===== config.mk =====
export PLATFORM = sky130hd
export DESIGN_NAME = timestamp_to_ascii_formatter_unit
export DESIGN_NICKNAME = d
export VERILOG_FILES = /design/src/hdl/tsaf_pkg.sv /design/src/hdl/tsaf_check_split.sv /design/src/hdl/tsaf_frame_build.sv /design/src/hdl/tsaf_char_serializer.sv /design/src/hdl/timestamp_to_ascii_formatter_unit.sv
export SDC_FILE = /design/constraint.sdc
export NUM_CORES = 1
export LEC_CHECK = 0
export BUFFER_PORTS_ARGS = -buffer_cell sky130_fd_sc_hd__buf_2
export CAP_MARGIN = 20
export CORE_AREA = 5 5 227 141
export DETAILED_ROUTE_END_ITERATION = 12
export DIE_AREA = 0 0 232 146
export PLACE_DENSITY = 0.86
export SYNTH_ARGS = -nofsm -noshare
export SYNTH_HDL_FRONTEND = slang
export SYNTH_SLANG_ARGS = --single-unit

===== constraint.sdc =====
create_clock -name aclk -period 8.9 [get_ports aclk]
set_input_delay 0.89 -clock aclk [delete_from_list [all_inputs] [get_ports aclk]]
set_output_delay 0.89 -clock aclk [all_outputs]
set_load 0.02 [all_outputs]

===== src/hdl/tsaf_pkg.sv =====
// Shared types, constants and digit helpers for the timestamp text formatter.
`timescale 1ns / 1ps

package tsaf_pkg;

    // Longest character run and the run lengths of each fraction mode.
    localparam int MaxChars   = 24;
    localparam int CountWidth = 5;
    localparam logic [CountWidth-1:0] CharsPlain = 5'd17;
    localparam logic [CountWidth-1:0] CharsMilli = 5'd21;
    localparam logic [CountWidth-1:0] CharsMicro = 5'd24;
    localparam logic [CountWidth-1:0] CharsError = 5'd1;

    // Field limits.
    localparam logic [7:0]  YearLow       = 8'd110;
    localparam logic [7:0]  YearHigh      = 8'd150;
    localparam logic [7:0]  CenturyBase   = 8'd100;
    localparam logic [3:0]  MonthCount    = 4'd12;
    localparam logic [4:0]  HourCount     = 5'd24;
    localparam logic [5:0]  MinuteCount   = 6'd60;
    localparam logic [19:0] FracMilliSpan = 20'd1000;
    localparam logic [19:0] FracMicroMax  = 20'd999999;

    // floor(x / 1000) for any 20-bit x as (x * RecipThousand) >> RecipShift.
    localparam logic [20:0] RecipThousand = 21'd1073742;
    localparam int          RecipShift    = 30;

    // ASCII codes.
    localparam logic [7:0] CharZero  = 8'h30;
    localparam logic [7:0] CharDash  = 8'h2D;
    localparam logic [7:0] CharColon = 8'h3A;
    localparam logic [7:0] CharDot   = 8'h2E;
    localparam logic [7:0] CharNull  = 8'h00;

    // Configuration register index, taken from paddr[2].
    localparam logic RegFractionMode = 1'b0;

    typedef enum logic [1:0] {
        FRAC_NONE   = 2'd0,
        FRAC_MILLI  = 2'd1,
        FRAC_MICRO  = 2'd2,
        FRAC_UNUSED = 2'd3
    } frac_mode_t;

    typedef struct packed {
        logic [19:0] fraction_value;
        logic [5:0]  second_value;
        logic [5:0]  minute_value;
        logic [4:0]  hour_value;
        logic [4:0]  day_of_month;
        logic [3:0]  month_index;
        logic [7:0]  year_offset;
    } tsaf_time_t;

    typedef struct packed {
        tsaf_time_t  stamp;
        logic        ok;
        logic [9:0]  frac_high;
    } tsaf_split_t;

    typedef struct packed {
        logic [MaxChars-1:0][7:0] chars;
        logic [CountWidth-1:0]    count;
        logic                     error;
    } tsaf_frame_t;

    function automatic logic [7:0] digit_char(input logic [3:0] d);
        return CharZero + {4'b0000, d};
    endfunction

    // Two ASCII digits of a value below 100, tens in the upper byte.
    function automatic logic [15:0] two_chars(input logic [6:0] v);
        logic [3:0] tens;
        logic [6:0] units;
        tens = 4'd0;
        for (int i = 1; i < 10; i++) begin
            if (v >= 7'(10 * i)) begin
                tens = 4'(i);
            end
        end
        units = v - ({tens, 3'b000} - {3'b000, tens} - {3'b000, tens});
        units = v - 7'({3'b000, tens} * 7'd10);
        return {digit_char(tens), digit_char(units[3:0])};
    endfunction

    // Three ASCII digits of a value below 1000, hundreds in the upper byte.
    function automatic logic [23:0] three_chars(input logic [9:0] v);
        logic [3:0] hundreds;
        logic [9:0] rest;
        hundreds = 4'd0;
        for (int i = 1; i < 10; i++) begin
            if (v >= 10'(100 * i)) begin
                hundreds = 4'(i);
            end
        end
        rest = v - 10'({6'b000000, hundreds} * 10'd100);
        return {digit_char(hundreds), two_chars(rest[6:0])};
    endfunction

endpackage


===== src/hdl/tsaf_check_split.sv =====
// Validation and millisecond split stage with its pipeline register.
`timescale 1ns / 1ps

module tsaf_check_split
    import tsaf_pkg::*;
(
    input  logic        aclk,
    input  logic        aresetn,
    input  frac_mode_t  fraction_mode,
    input  logic        in_valid,
    output logic        in_ready,
    input  tsaf_time_t  in_time,
    output logic        out_valid,
    input  logic        out_ready,
    output tsaf_split_t out_split
);

    logic [39:0] product;
    logic        fields_ok;
    logic        frac_ok;
    tsaf_split_t split_next;
    tsaf_split_t split_reg;
    logic        valid_reg;
    logic        valid_next;

    assign product = 40'(in_time.fraction_value) * 40'(RecipThousand);

    always_comb begin
        fields_ok = (in_time.year_offset > YearLow) && (in_time.year_offset < YearHigh) &&
                    (in_time.month_index < MonthCount) && (in_time.day_of_month != 5'd0) &&
                    (in_time.hour_value < HourCount) &&
                    (in_time.minute_value < MinuteCount) &&
                    (in_time.second_value < MinuteCount);
        unique case (fraction_mode)
            FRAC_MILLI:            frac_ok = in_time.fraction_value < FracMilliSpan;
            FRAC_MICRO:            frac_ok = in_time.fraction_value <= FracMicroMax;
            FRAC_NONE, FRAC_UNUSED: frac_ok = 1'b1;
            default:               frac_ok = 1'b1;
        endcase
        split_next.stamp     = in_time;
        split_next.ok        = fields_ok && frac_ok;
        split_next.frac_high = product[RecipShift +: 10];
    end

    assign in_ready   = !valid_reg || out_ready;
    assign valid_next = (in_valid && in_ready) || (valid_reg && !out_ready);

    always_ff @(posedge aclk) begin
        if (!aresetn) begin
            valid_reg <= 1'b0;
        end else begin
            valid_reg <= valid_next;
        end
    end

    always_ff @(posedge aclk) begin
        if (in_valid && in_ready) begin
            split_reg <= split_next;
        end
    end

    assign out_valid = valid_reg;
    assign out_split = split_reg;

endmodule


===== src/hdl/tsaf_frame_build.sv =====
// Turns a checked timestamp into its full character frame.
`timescale 1ns / 1ps

module tsaf_frame_build
    import tsaf_pkg::*;
(
    input  frac_mode_t  fraction_mode,
    input  tsaf_split_t split,
    output tsaf_frame_t frame
);

    logic [19:0] frac_thousands;
    logic [9:0]  frac_low;
    logic [15:0] year_pair;
    logic [15:0] month_pair;
    logic [15:0] day_pair;
    logic [15:0] hour_pair;
    logic [15:0] minute_pair;
    logic [15:0] second_pair;
    logic [23:0] high_triple;
    logic [23:0] low_triple;
    logic [7:0]  century;

    always_comb begin
        frac_thousands = 20'(split.frac_high) * 20'd1000;
        frac_low       = 10'(split.stamp.fraction_value - frac_thousands);
        century        = split.stamp.year_offset - CenturyBase;
        year_pair      = two_chars(century[6:0]);
        month_pair     = two_chars(7'({3'b000, split.stamp.month_index} + 7'd1));
        day_pair       = two_chars({2'b00, split.stamp.day_of_month});
        hour_pair      = two_chars({2'b00, split.stamp.hour_value});
        minute_pair    = two_chars({1'b0, split.stamp.minute_value});
        second_pair    = two_chars({1'b0, split.stamp.second_value});
        high_triple    = three_chars(split.frac_high);
        low_triple     = three_chars(frac_low);

        frame.chars     = '0;
        frame.chars[0]  = digit_char(4'd2);
        frame.chars[1]  = digit_char(4'd0);
        frame.chars[2]  = year_pair[15:8];
        frame.chars[3]  = year_pair[7:0];
        frame.chars[4]  = month_pair[15:8];
        frame.chars[5]  = month_pair[7:0];
        frame.chars[6]  = day_pair[15:8];
        frame.chars[7]  = day_pair[7:0];
        frame.chars[8]  = CharDash;
        frame.chars[9]  = hour_pair[15:8];
        frame.chars[10] = hour_pair[7:0];
        frame.chars[11] = CharColon;
        frame.chars[12] = minute_pair[15:8];
        frame.chars[13] = minute_pair[7:0];
        frame.chars[14] = CharColon;
        frame.chars[15] = second_pair[15:8];
        frame.chars[16] = second_pair[7:0];
        frame.error     = 1'b0;

        unique case (fraction_mode)
            FRAC_MILLI: begin
                frame.chars[17] = CharDot;
                frame.chars[18] = low_triple[23:16];
                frame.chars[19] = low_triple[15:8];
                frame.chars[20] = low_triple[7:0];
                frame.count     = CharsMilli;
            end
            FRAC_MICRO: begin
                frame.chars[17] = CharDot;
                frame.chars[18] = high_triple[23:16];
                frame.chars[19] = high_triple[15:8];
                frame.chars[20] = high_triple[7:0];
                frame.chars[21] = low_triple[23:16];
                frame.chars[22] = low_triple[15:8];
                frame.chars[23] = low_triple[7:0];
                frame.count     = CharsMicro;
            end
            FRAC_NONE, FRAC_UNUSED: begin
                frame.count = CharsPlain;
            end
            default: begin
                frame.count = CharsPlain;
            end
        endcase

        // A failed check replaces the whole run by one null character.
        if (!split.ok) begin
            frame.chars    = '0;
            frame.chars[0] = CharNull;
            frame.count    = CharsError;
            frame.error    = 1'b1;
        end
    end

endmodule


===== src/hdl/tsaf_char_serializer.sv =====
// Result frame register that shifts out one character per transfer.
`timescale 1ns / 1ps

module tsaf_char_serializer
    import tsaf_pkg::*;
(
    input  logic        aclk,
    input  logic        aresetn,
    input  logic        in_valid,
    output logic        in_ready,
    input  tsaf_frame_t frame,
    output logic        m_tvalid,
    input  logic        m_tready,
    output logic [7:0]  m_tdata,
    output logic        m_tlast,
    output logic [0:0]  m_tuser
);

    logic [MaxChars-1:0][7:0] chars_reg;
    logic [MaxChars-1:0][7:0] chars_next;
    logic [CountWidth-1:0]    count_reg;
    logic [CountWidth-1:0]    count_next;
    logic                     error_reg;
    logic                     valid_reg;
    logic                     valid_next;
    logic                     final_char;
    logic                     load;

    assign final_char = (count_reg == 5'd1);
    assign in_ready   = !valid_reg || (m_tready && final_char);
    assign load       = in_valid && in_ready;

    always_comb begin
        chars_next = chars_reg;
        count_next = count_reg;
        valid_next = valid_reg;
        if (load) begin
            chars_next = frame.chars;
            count_next = frame.count;
            valid_next = 1'b1;
        end else if (valid_reg && m_tready) begin
            for (int i = 0; i < MaxChars - 1; i++) begin
                chars_next[i] = chars_reg[i + 1];
            end
            chars_next[MaxChars-1] = CharNull;
            count_next = count_reg - 5'd1;
            valid_next = !final_char;
        end
    end

    always_ff @(posedge aclk) begin
        if (!aresetn) begin
            valid_reg <= 1'b0;
            count_reg <= '0;
        end else begin
            valid_reg <= valid_next;
            count_reg <= count_next;
        end
    end

    always_ff @(posedge aclk) begin
        chars_reg <= chars_next;
        if (load) begin
            error_reg <= frame.error;
        end
    end

    assign m_tvalid = valid_reg;
    assign m_tdata  = chars_reg[0];
    assign m_tlast  = final_char;
    assign m_tuser  = error_reg;

endmodule


===== src/hdl/timestamp_to_ascii_formatter_unit.sv =====
// Top level of the timestamp text formatter: ports, input register and settings.
`timescale 1ns / 1ps
// The first character of a timestamp is offered on m_tvalid once it has passed the input
// register, then the check/split register, then the frame register.
// One character leaves per cycle while m_tready is high, and a timestamp is a run of 17,
// 21 or 24 characters by fraction mode, or one character for an error result; the output
// port sets the pace at which timestamps leave.
// Reset (aresetn, synchronous, active low) empties every stage and sets fraction_mode to 0.

module timestamp_to_ascii_formatter_unit
    import tsaf_pkg::*;
(
    input  logic        aclk,
    input  logic        aresetn,

    // Input stream.
    input  logic        s_tvalid,
    output logic        s_tready,
    // [7:0] year_offset, [11:8] month_index, [16:12] day_of_month, [21:17] hour_value,
    // [27:22] minute_value, [33:28] second_value, [53:34] fraction_value, [55:54] zero
    input  logic [55:0] s_tdata,

    // Character stream.
    output logic        m_tvalid,
    input  logic        m_tready,
    output logic [7:0]  m_tdata,   // [7:0] text_char
    output logic        m_tlast,   // last_char
    output logic [0:0]  m_tuser,   // [0] status_code

    // Configuration port.
    input  logic        psel,
    input  logic        penable,
    input  logic        pwrite,
    input  logic [2:0]  paddr,
    input  logic [31:0] pwdata,
    output logic [31:0] prdata,
    output logic        pready
);

    // The single register sits at byte address 0; paddr[2] selects the register index.
    frac_mode_t  fraction_mode_reg;
    logic        cfg_write;

    // Input register: holds one timestamp until the check stage takes it.
    tsaf_time_t  in_time_reg;
    logic        in_valid_reg;
    logic        in_valid_next;

    logic        check_ready;
    logic        split_valid;
    tsaf_split_t split;
    logic        frame_ready;
    tsaf_frame_t frame;

    assign pready    = 1'b1;
    assign cfg_write = psel && penable && pwrite && pready && (paddr[2] == RegFractionMode);
    assign prdata    = (paddr[2] == RegFractionMode) ? {30'd0, fraction_mode_reg} : 32'd0;

    always_ff @(posedge aclk) begin
        if (!aresetn) begin
            fraction_mode_reg <= FRAC_NONE;
        end else if (cfg_write) begin
            fraction_mode_reg <= frac_mode_t'(pwdata[1:0]);
        end
    end

    // The input register accepts a new transfer whenever it is empty or being drained, so a
    // timestamp can enter while the output is busy with another, until it is full and cannot drain.
    assign s_tready      = !in_valid_reg || check_ready;
    assign in_valid_next = (s_tvalid && s_tready) || (in_valid_reg && !check_ready);

    always_ff @(posedge aclk) begin
        if (!aresetn) begin
            in_valid_reg <= 1'b0;
        end else begin
            in_valid_reg <= in_valid_next;
        end
    end

    always_ff @(posedge aclk) begin
        if (s_tvalid && s_tready) begin
            in_time_reg.year_offset    <= s_tdata[7:0];
            in_time_reg.month_index    <= s_tdata[11:8];
            in_time_reg.day_of_month   <= s_tdata[16:12];
            in_time_reg.hour_value     <= s_tdata[21:17];
            in_time_reg.minute_value   <= s_tdata[27:22];
            in_time_reg.second_value   <= s_tdata[33:28];
            in_time_reg.fraction_value <= s_tdata[53:34];
        end
    end

    // Range checks and the thousands part of the fraction; the remainder follows in the frame build.
    tsaf_check_split u_check_split (
        .aclk          (aclk),
        .aresetn       (aresetn),
        .fraction_mode (fraction_mode_reg),
        .in_valid      (in_valid_reg),
        .in_ready      (check_ready),
        .in_time       (in_time_reg),
        .out_valid     (split_valid),
        .out_ready     (frame_ready),
        .out_split     (split)
    );

    // Digit conversion and layout of the whole text run.
    tsaf_frame_build u_frame_build (
        .fraction_mode (fraction_mode_reg),
        .split         (split),
        .frame         (frame)
    );

    // Frame register that also drives the character stream; it reloads on the cycle the
    // final character transfers, so runs follow one another without a gap.
    tsaf_char_serializer u_char_serializer (
        .aclk     (aclk),
        .aresetn  (aresetn),
        .in_valid (split_valid),
        .in_ready (frame_ready),
        .frame    (frame),
        .m_tvalid (m_tvalid),
        .m_tready (m_tready),
        .m_tdata  (m_tdata),
        .m_tlast  (m_tlast),
        .m_tuser  (m_tuser)
    );

    // An error result is a lone null character that closes its run.
    assert property (@(posedge aclk) disable iff (!aresetn)
        m_tvalid && m_tuser[0] |-> m_tlast && (m_tdata == CharNull))
        else $error("error result is not a single null character");

    // Inside a run the characters come back to back.
    assert property (@(posedge aclk) disable iff (!aresetn)
        m_tvalid && m_tready && !m_tlast |=> m_tvalid)
        else $error("character run broken before its last character");

    // A timestamp character is never the null code.
    assert property (@(posedge aclk) disable iff (!aresetn)
        m_tvalid && !m_tuser[0] |-> (m_tdata != CharNull))
        else $error("null character inside a timestamp run");

endmodule


==> summary.md, run 1 <==
| Metric | Value |
|---|---|
| Final hold vios | `0` |
| Most common cell after layout, fill and taps aside | `edfxtp_1` |
| Worst slew pin tran | `1.05 ns` |
| Number of global-route vias before repair | `12.0k` |
| Drt pass-1 iters | `6` |
| Worst-path clk slew | `around 0.06 ns` |
| First-pass GRT wire length | `62.2 mm` |
| Post-synthesis sequential area ratio | `0.421` |
| Number of clock buffers inserted by TritonCTS | `25` |
| Full die area | `33900 um^2` |
| Layout cells sized above 1 | `0.0879` |
| Synthesized cell area | `18100 um^2` |
| CTS Hold Bufs | `0` |
| Clock network latency to the later pin of the worst-skew pair | `0.53 ns` |
| Period utilization | `0.935` |
| R2R Setup Slk | `0.58 ns` |
| Max Fclk | `~0.12 GHz` |
| Met2 WL | `17.5 mm` |
| Max reg flops | `132` |
| Cells on Worst Hold Path | `0` |
| Post-synthesis async set-or-reset flop share | `0` |
| DRT met1 WL | `16.9 mm` |
| Hold Crit Class | `flip-flop to flip-flop` |
| Worst r2r path cells | `34` |
| Largest net degree at the start of global routing | `84` |
| Post-Route WL | `38.4 mm` |
| Mapped Cells | `1597` |
| Status | `complete, no violations` |
| Filler cells | `roughly 2.1k` |
| Mux share of post-synthesis cell area | `0.00921` |
| Critical path type | `flip-flop to flip-flop` |
| Initial antenna violation count | `0` |
| Reg2reg end | `u_char_serializer.chars_reg[163]` |
| Final setup TNS | `0 ns` |
| FF+latch area | `around 7600 um^2` |
| Setup-failing EPs final | `0` |
| Most frequent cells in the layout | `247 x edfxtp_1, 236 x ha_1, 234 x inv_1` |
| Xor/xnor share of the synthesized area | `0.0298` |
| Remaining Overflow, GRT | `0` |
| RSZ-0062 raised after global routing | `false` |
| Average size of a mapped cell | `11.3 um^2` |
| Fraction of the mapped netlist area in adder cells | `0.273` |
| Rel. slew slack | `0.292` |
| Worst-path maximum fanout | `10` |
| Core area | `a little under 30000 um^2` |
| TritonCTS clock tree | `yes` |
| Final Core Density | `0.662` |
| Critical path's slowest cell | `edfxtp_1` |
| Largest family of logic cells by synthesized area | `adder cells` |
| Fin nets | `approximately 2.1k` |
| Routed WL per cell | `18.4 um` |
| Antenna fix cells | `0` |
| CP Data Required Time | `9.16 ns` |
| Startpoint Class | `flip-flop` |
| FF+latch count, synth | `257` |
| Compound-Gate Fraction of Synth Area | `0.113` |
| Clk_skew | `0.0145 ns` |
| Fin crit period | `8.32 ns` |
| Synthesis Warnings | `0` |
| I/O pins | `143` |
| WHS Endpoint | `u_check_split.out_split[19]` |
| Routed via count | `between 10k and 15k` |
| Critical Path End Type | `flip-flop` |
| CTS Sinks | `257` |
| Die Wd | `232 um` |
| Clk root buf | `clkbuf_16` |
| Slew Limit Fails | `0` |
| Metal3 WL | `3.35 mm` |
| Clock Path Buffers | `3` |
| DR DRC count | `0` |
| Number of H-tree levels | `1` |
| Slowest stage delay, CP | `0.60 ns` |
| WP data arrival | `8.58 ns` |
| Layout area overhead | `8.29%` |
| Top layer in use | `met4` |
| Placer Congestion | `0.967` |
| Initial core utilization | `0.612` |
| HPWL Detailed | `28.7 mm` |
| Synth Flop Type | `edfxtp_1` |
| Area occupied by multi-input gates | `9290 um^2` |
| Die height | `146 um` |
| Max Cap Viol | `0` |
| Worst r2r src | `u_check_split.out_split[3]` |
| Iter 0 DRT Violations | `1117` |
| GRT Resource Usage Total | `0.226` |
| Port buffer count | `75` |
| Post-DRT Antenna Nets | `0` |
| Rows | `49` |
| Drt via density | `5.79` |
| Post-synth EDFFs | `about 250` |
| Hold Startpoint | `in_time_reg[8]` |
| Synth Area in Simple Gates | `0.0788` |
| Synth cell types | `73` |
## Yosys cell counts, types with 12 or more instances
master,number,share of area
edfxtp_1,247,0.41
ha_1,236,0.16
inv_1,236,0.049
nand2_1,122,0.025
fa_1,98,0.11
nor2_1,61,0.013
a21o_1,60,0.025
a21oi_1,58,0.016
o21ai_0,58,0.016
xnor2_1,41,0.020
buf_4,40,0.017
clkbuf_1,33,0.0069
and2_1,28,0.0097
nand3_1,28,0.0078
o31ai_1,20,0.0083
a22o_1,17,0.0082
xor2_1,15,0.0073
nor2b_1,13,0.0045
nor3_1,13,0.0036
a31oi_1,12,0.0042
## cell families after synthesis
logic type                 count (synthesis)
DFF                                      257
adders and majority gates                336
xor gates and xnor gates                  59
buffers and inverters                    319
and+or+nand+nor                          305
muxes                                     16
other                                      2
AOI/OAI and AO/OA                        303
## worst max path at each step
stage                                from                                to  slack (ns)
2_1_floorplan  u_check_split.out_split[1]  u_char_serializer.chars_reg[163]        1.15
3_3_place_gp   u_check_split.out_split[1]  u_char_serializer.chars_reg[163]        0.53
3_5_place_dp   u_check_split.out_split[1]  u_char_serializer.chars_reg[163]        0.29
4_1_cts        u_check_split.out_split[1]  u_char_serializer.chars_reg[163]        0.21
5_1_grt        u_check_split.out_split[3]  u_char_serializer.chars_reg[163]        0.03
6_report       u_check_split.out_split[3]  u_char_serializer.chars_reg[163]        0.58
## timing repair
| action | CTS | global route |
|---|---|---|
| buffers inserted | 0 | 1 |
| setup endpoints to repair | 0 | 3 |
| resized for setup | 0 | 6 |
| endpoints found under the hold margin | 0 | 0 |
## layout make-up
cell class	instances	area share
multi-input combinational	1052	0.475
sequential	257	0.389
inverter	238	0.0458
clock buffer	32	0.0348
tap	408	0.0261
timing repair buffer	82	0.0219
clock inverter	12	0.00761
## metrics by stage
stage               hold WS [ns]  instances  instance area (um^2)  worst slack, ns
CTS                        0.416       2080                 19500            0.208
floorplan                  0.400       1628                 18200             1.15
global placement           0.404       2036                 18700            0.532
detailed placement         0.406       2036                 18700            0.288
global route               0.427       2081                 19600           0.0302
finish                     0.418       2081                 19600            0.575
## critical path, delay by kind of cell, from the launching register on
| family | cells | cell delay (ns) |
|---|---|---|
| xor gates and xnor gates | 7 | 1.22 |
| buffers and inverters | 5 | 0.43 |
| and+or+nand+nor | 2 | 0.33 |
| adders and majority gates | 10 | 3.50 |
| AOI/OAI and AO/OA | 10 | 1.97 |
| DFF | 1 | 0.60 |
## metal layers
| metal | track usage | vias up |
|---|---|---|
| li1 | - | 5615 |
| met1 | 0.341 | 5865 |
| met2 | 0.352 | 510 |
| met3 | 0.0410 | 61 |
| met4 | 0.0384 | 0 |
| met5 | 0 | - |
Power of run 1 is not shown: default switching activity piles up to over one toggle a cycle in this logic, so the estimate is an artifact.
==> inputs of run 2 (changes only) <==
--- a/config.mk
+++ b/config.mk
@@ -7,10 +7,13 @@
 export LEC_CHECK = 0
 export BUFFER_PORTS_ARGS = -buffer_cell sky130_fd_sc_hd__buf_2
 export CAP_MARGIN = 20
-export CORE_AREA = 5 5 227 141
+export CELL_PAD_IN_SITES_DETAIL_PLACEMENT = 1
+export CELL_PAD_IN_SITES_GLOBAL_PLACEMENT = 2
+export CORE_AREA = 5 5 315 194
 export DETAILED_ROUTE_END_ITERATION = 12
-export DIE_AREA = 0 0 232 146
-export PLACE_DENSITY = 0.86
+export DIE_AREA = 0 0 320 199
+export PLACE_DENSITY = 0.87
 export SYNTH_ARGS = -nofsm -noshare
 export SYNTH_HDL_FRONTEND = slang
+export SYNTH_HIERARCHICAL = 1
 export SYNTH_SLANG_ARGS = --single-unit
==> run 2 against run 1 <==
  * Cell count rose by 53%
  * Die area rose by 88%
  * Routed wire length rose by 50%
  * First-iteration DRC count fell by 17%
  * Non-clock buffer count rose by 15
  * Via count rose by 33%
  * Synthesized cell count rose by 49%
  * Worst setup slack got worse by 0.22 ns
  * Design area rose by 26%
  * Largest cell class unchanged
  * Highest routed layer unchanged
==> summary.md, run 2 <==
| Metric | Value |
|---|---|
| Status | `complete, no violations (unchanged)` |
| R2R Setup Slk | `0.36 ns (was 0.58 ns)` |
| Full die area | `63700 um^2 (was 33900 um^2)` |
| Clock Path Buffers | `3 (unchanged)` |
| Mapped Cells | `2379 (was 1597)` |
| Setup-failing EPs final | `0 (unchanged)` |
| Remaining Overflow, GRT | `0 (unchanged)` |
| TritonCTS clock tree | `yes (unchanged)` |
| Post-Route WL | `57.7 mm (was 38.4 mm)` |
| Max reg flops | `184 (was 132)` |
| HPWL Detailed | `42.3 mm (was 28.7 mm)` |
| Worst-path clk slew | `0.06 ns (about the same)` |
| GRT Resource Usage Total | `0.180 (was 0.226)` |
| Critical path type | `flip-flop to flip-flop (unchanged)` |
| Fin nets | `2814 (was 2088)` |
| Max Cap Viol | `0 (unchanged)` |
| I/O pins | `143 (unchanged)` |
| Slew Limit Fails | `0 (unchanged)` |
| Number of H-tree levels | `2 (was 1)` |
| Worst Slack Setup Final | `0.360 ns (was 0.575 ns)` |
| Critical path's slowest cell | `fa_1 (was edfxtp_1)` |
| Startpoint Class | `flip-flop (unchanged)` |
| Post-route design area | `24600 um^2 (was 19600 um^2)` |
| Slowest stage delay, CP | `0.54 ns (was 0.60 ns)` |
| DR DRC count | `0 (unchanged)` |
| Synthesis Warnings | `6 (was 0)` |
| Average size of a mapped cell | `9.72 um^2 (was 11.3 um^2)` |
| CP Data Required Time | `9.21 ns (was 9.16 ns)` |
| Die Wd | `320 um (was 232 um)` |
| Clk_skew | `0.0249 ns (was 0.0145 ns)` |
| Final hold vios | `0 (unchanged)` |
| Hold Crit Class | `flip-flop to flip-flop (unchanged)` |
| First-pass GRT wire length | `91.8 mm (was 62.2 mm)` |
| Initial antenna violation count | `0 (unchanged)` |
| Number of global-route vias before repair | `16.9k (was 12.0k)` |
| Clock network latency to the later pin of the worst-skew pair | `0.56 ns (was 0.53 ns)` |
| Initial core utilization | `0.398 (was 0.612)` |
| Die height | `199 um (was 146 um)` |
| Routed via count | `16.0k (was 12.1k)` |
| Synthesized cell area | `23100 um^2 (was 18100 um^2)` |
| Worst slew pin tran | `1.14 ns (was 1.05 ns)` |
| Post-DRT Antenna Nets | `0 (unchanged)` |
| Worst-path maximum fanout | `5 (was 10)` |
| Placed Instance Area | `23400 um^2 (was 18700 um^2)` |
| Rows | `69 (was 49)` |
| Clk root buf | `clkbuf_16 (unchanged)` |
| Largest net degree at the start of global routing | `154 (was 84)` |
| Critical Path End Type | `flip-flop (unchanged)` |
| Drt pass-1 iters | `5 (was 6)` |
| Core area | `58100 um^2 (was 29600 um^2)` |
| CTS Sinks | `311 (was 257)` |
| Routed WL per cell | `18.1 um (was 18.4 um)` |
| Most common cell after layout, fill and taps aside | `nand2_1 (was edfxtp_1)` |
| Fin crit period | `8.54 ns (was 8.32 ns)` |
| Drt via density | `5.02 (was 5.79)` |
| DP Worst Slack | `0.183 ns (was 0.288 ns)` |
| Port buffer count | `77 (was 75)` |
| Most frequent cells in the layout | `635 x nand2_1, 301 x edfxtp_1, 257 x inv_1 (was 247 x edfxtp_1, 236 x ha_1, 234 x inv_1)` |
| Number of clock buffers inserted by TritonCTS | `35 (was 25)` |
| Layout area overhead | `6.44% (was 8.29%)` |
| CTS Hold Bufs | `0 (unchanged)` |
| Antenna fix cells | `0 (unchanged)` |
| Max Fclk | `0.117 GHz (was 0.120 GHz)` |
| WP data arrival | `8.85 ns (was 8.58 ns)` |
| Iter 0 DRT Violations | `932 (was 1117)` |
| Layout cells sized above 1 | `0.0802 (was 0.0879)` |
| Period utilization | `0.960 (was 0.935)` |
| Placer Congestion | `0.862 (was 0.967)` |
| Rel. slew slack | `0.234 (was 0.292)` |
run 2: changes by cell type in the layout (fill, tap and decap cells not counted), sizes merged, moves of 22 or more:
cell	before	now
edfxtp	247	301
nand2	122	636
a21o	60	19
conb	33	103
inv	238	265
nor2	61	83
a21oi	58	83
run 2: worst paths after layout:
path,from,endpoint,cells past startpoint
hold / removal,in_time_reg[23],u_check_split/out_split[34],0
setup reg to reg,u_check_split/out_split[1],u_char_serializer/chars_reg[163],35
hold reg to reg,in_time_reg[23],u_check_split/out_split[34],0
setup / recovery,u_check_split/out_split[1],u_char_serializer/chars_reg[163],35
run 2: area by class of cell:
cell class	instances	area, um^2
fill	6621	33500
sequential	311	9240
inverter	260	988
timing repair buffer	97	568
tap	781	977
multi-input combinational	1676	11700
clock buffer	38	887
clock inverter	23	215
run 2: per-layer routing:
metal  track usage  up-vias  routed length (um)
met3        0.0349       63                2850
met5             0        -                   0
met4        0.0423        0                1070
met1         0.260     7954               28200
met2         0.282      252               25500
li1              -     7714                   -
run 2: stage by stage:
step	hold slack, ns	util	setup TNS [ns]	cells
after global routing	0.432	0.424	-0.0482	3186
final	0.424	0.424	0	3186
after detailed placement	0.410	0.403	0	3122
after global placement	0.412	0.403	0	3122
after floorplan	0.400	-	0	2479
after CTS	0.425	0.422	0	3183
run 2: repair_timing:
action                                  CTS  global route
setup buffers                             0             1
resized for setup                         0             8
endpoints found under the setup margin    0             2
run 2: worst max-delay path: cells and delay by family, from the launching register on:
family,cells,cell delay [ns]
adders and majority gates,10,3.53
AOI/OAI and AO/OA,8,1.70
and+or+nand+nor,8,1.59
buffers and inverters,6,0.51
xor gates and xnor gates,3,0.51
DFF,1,0.45
Power of run 2 is left out for the same reason.
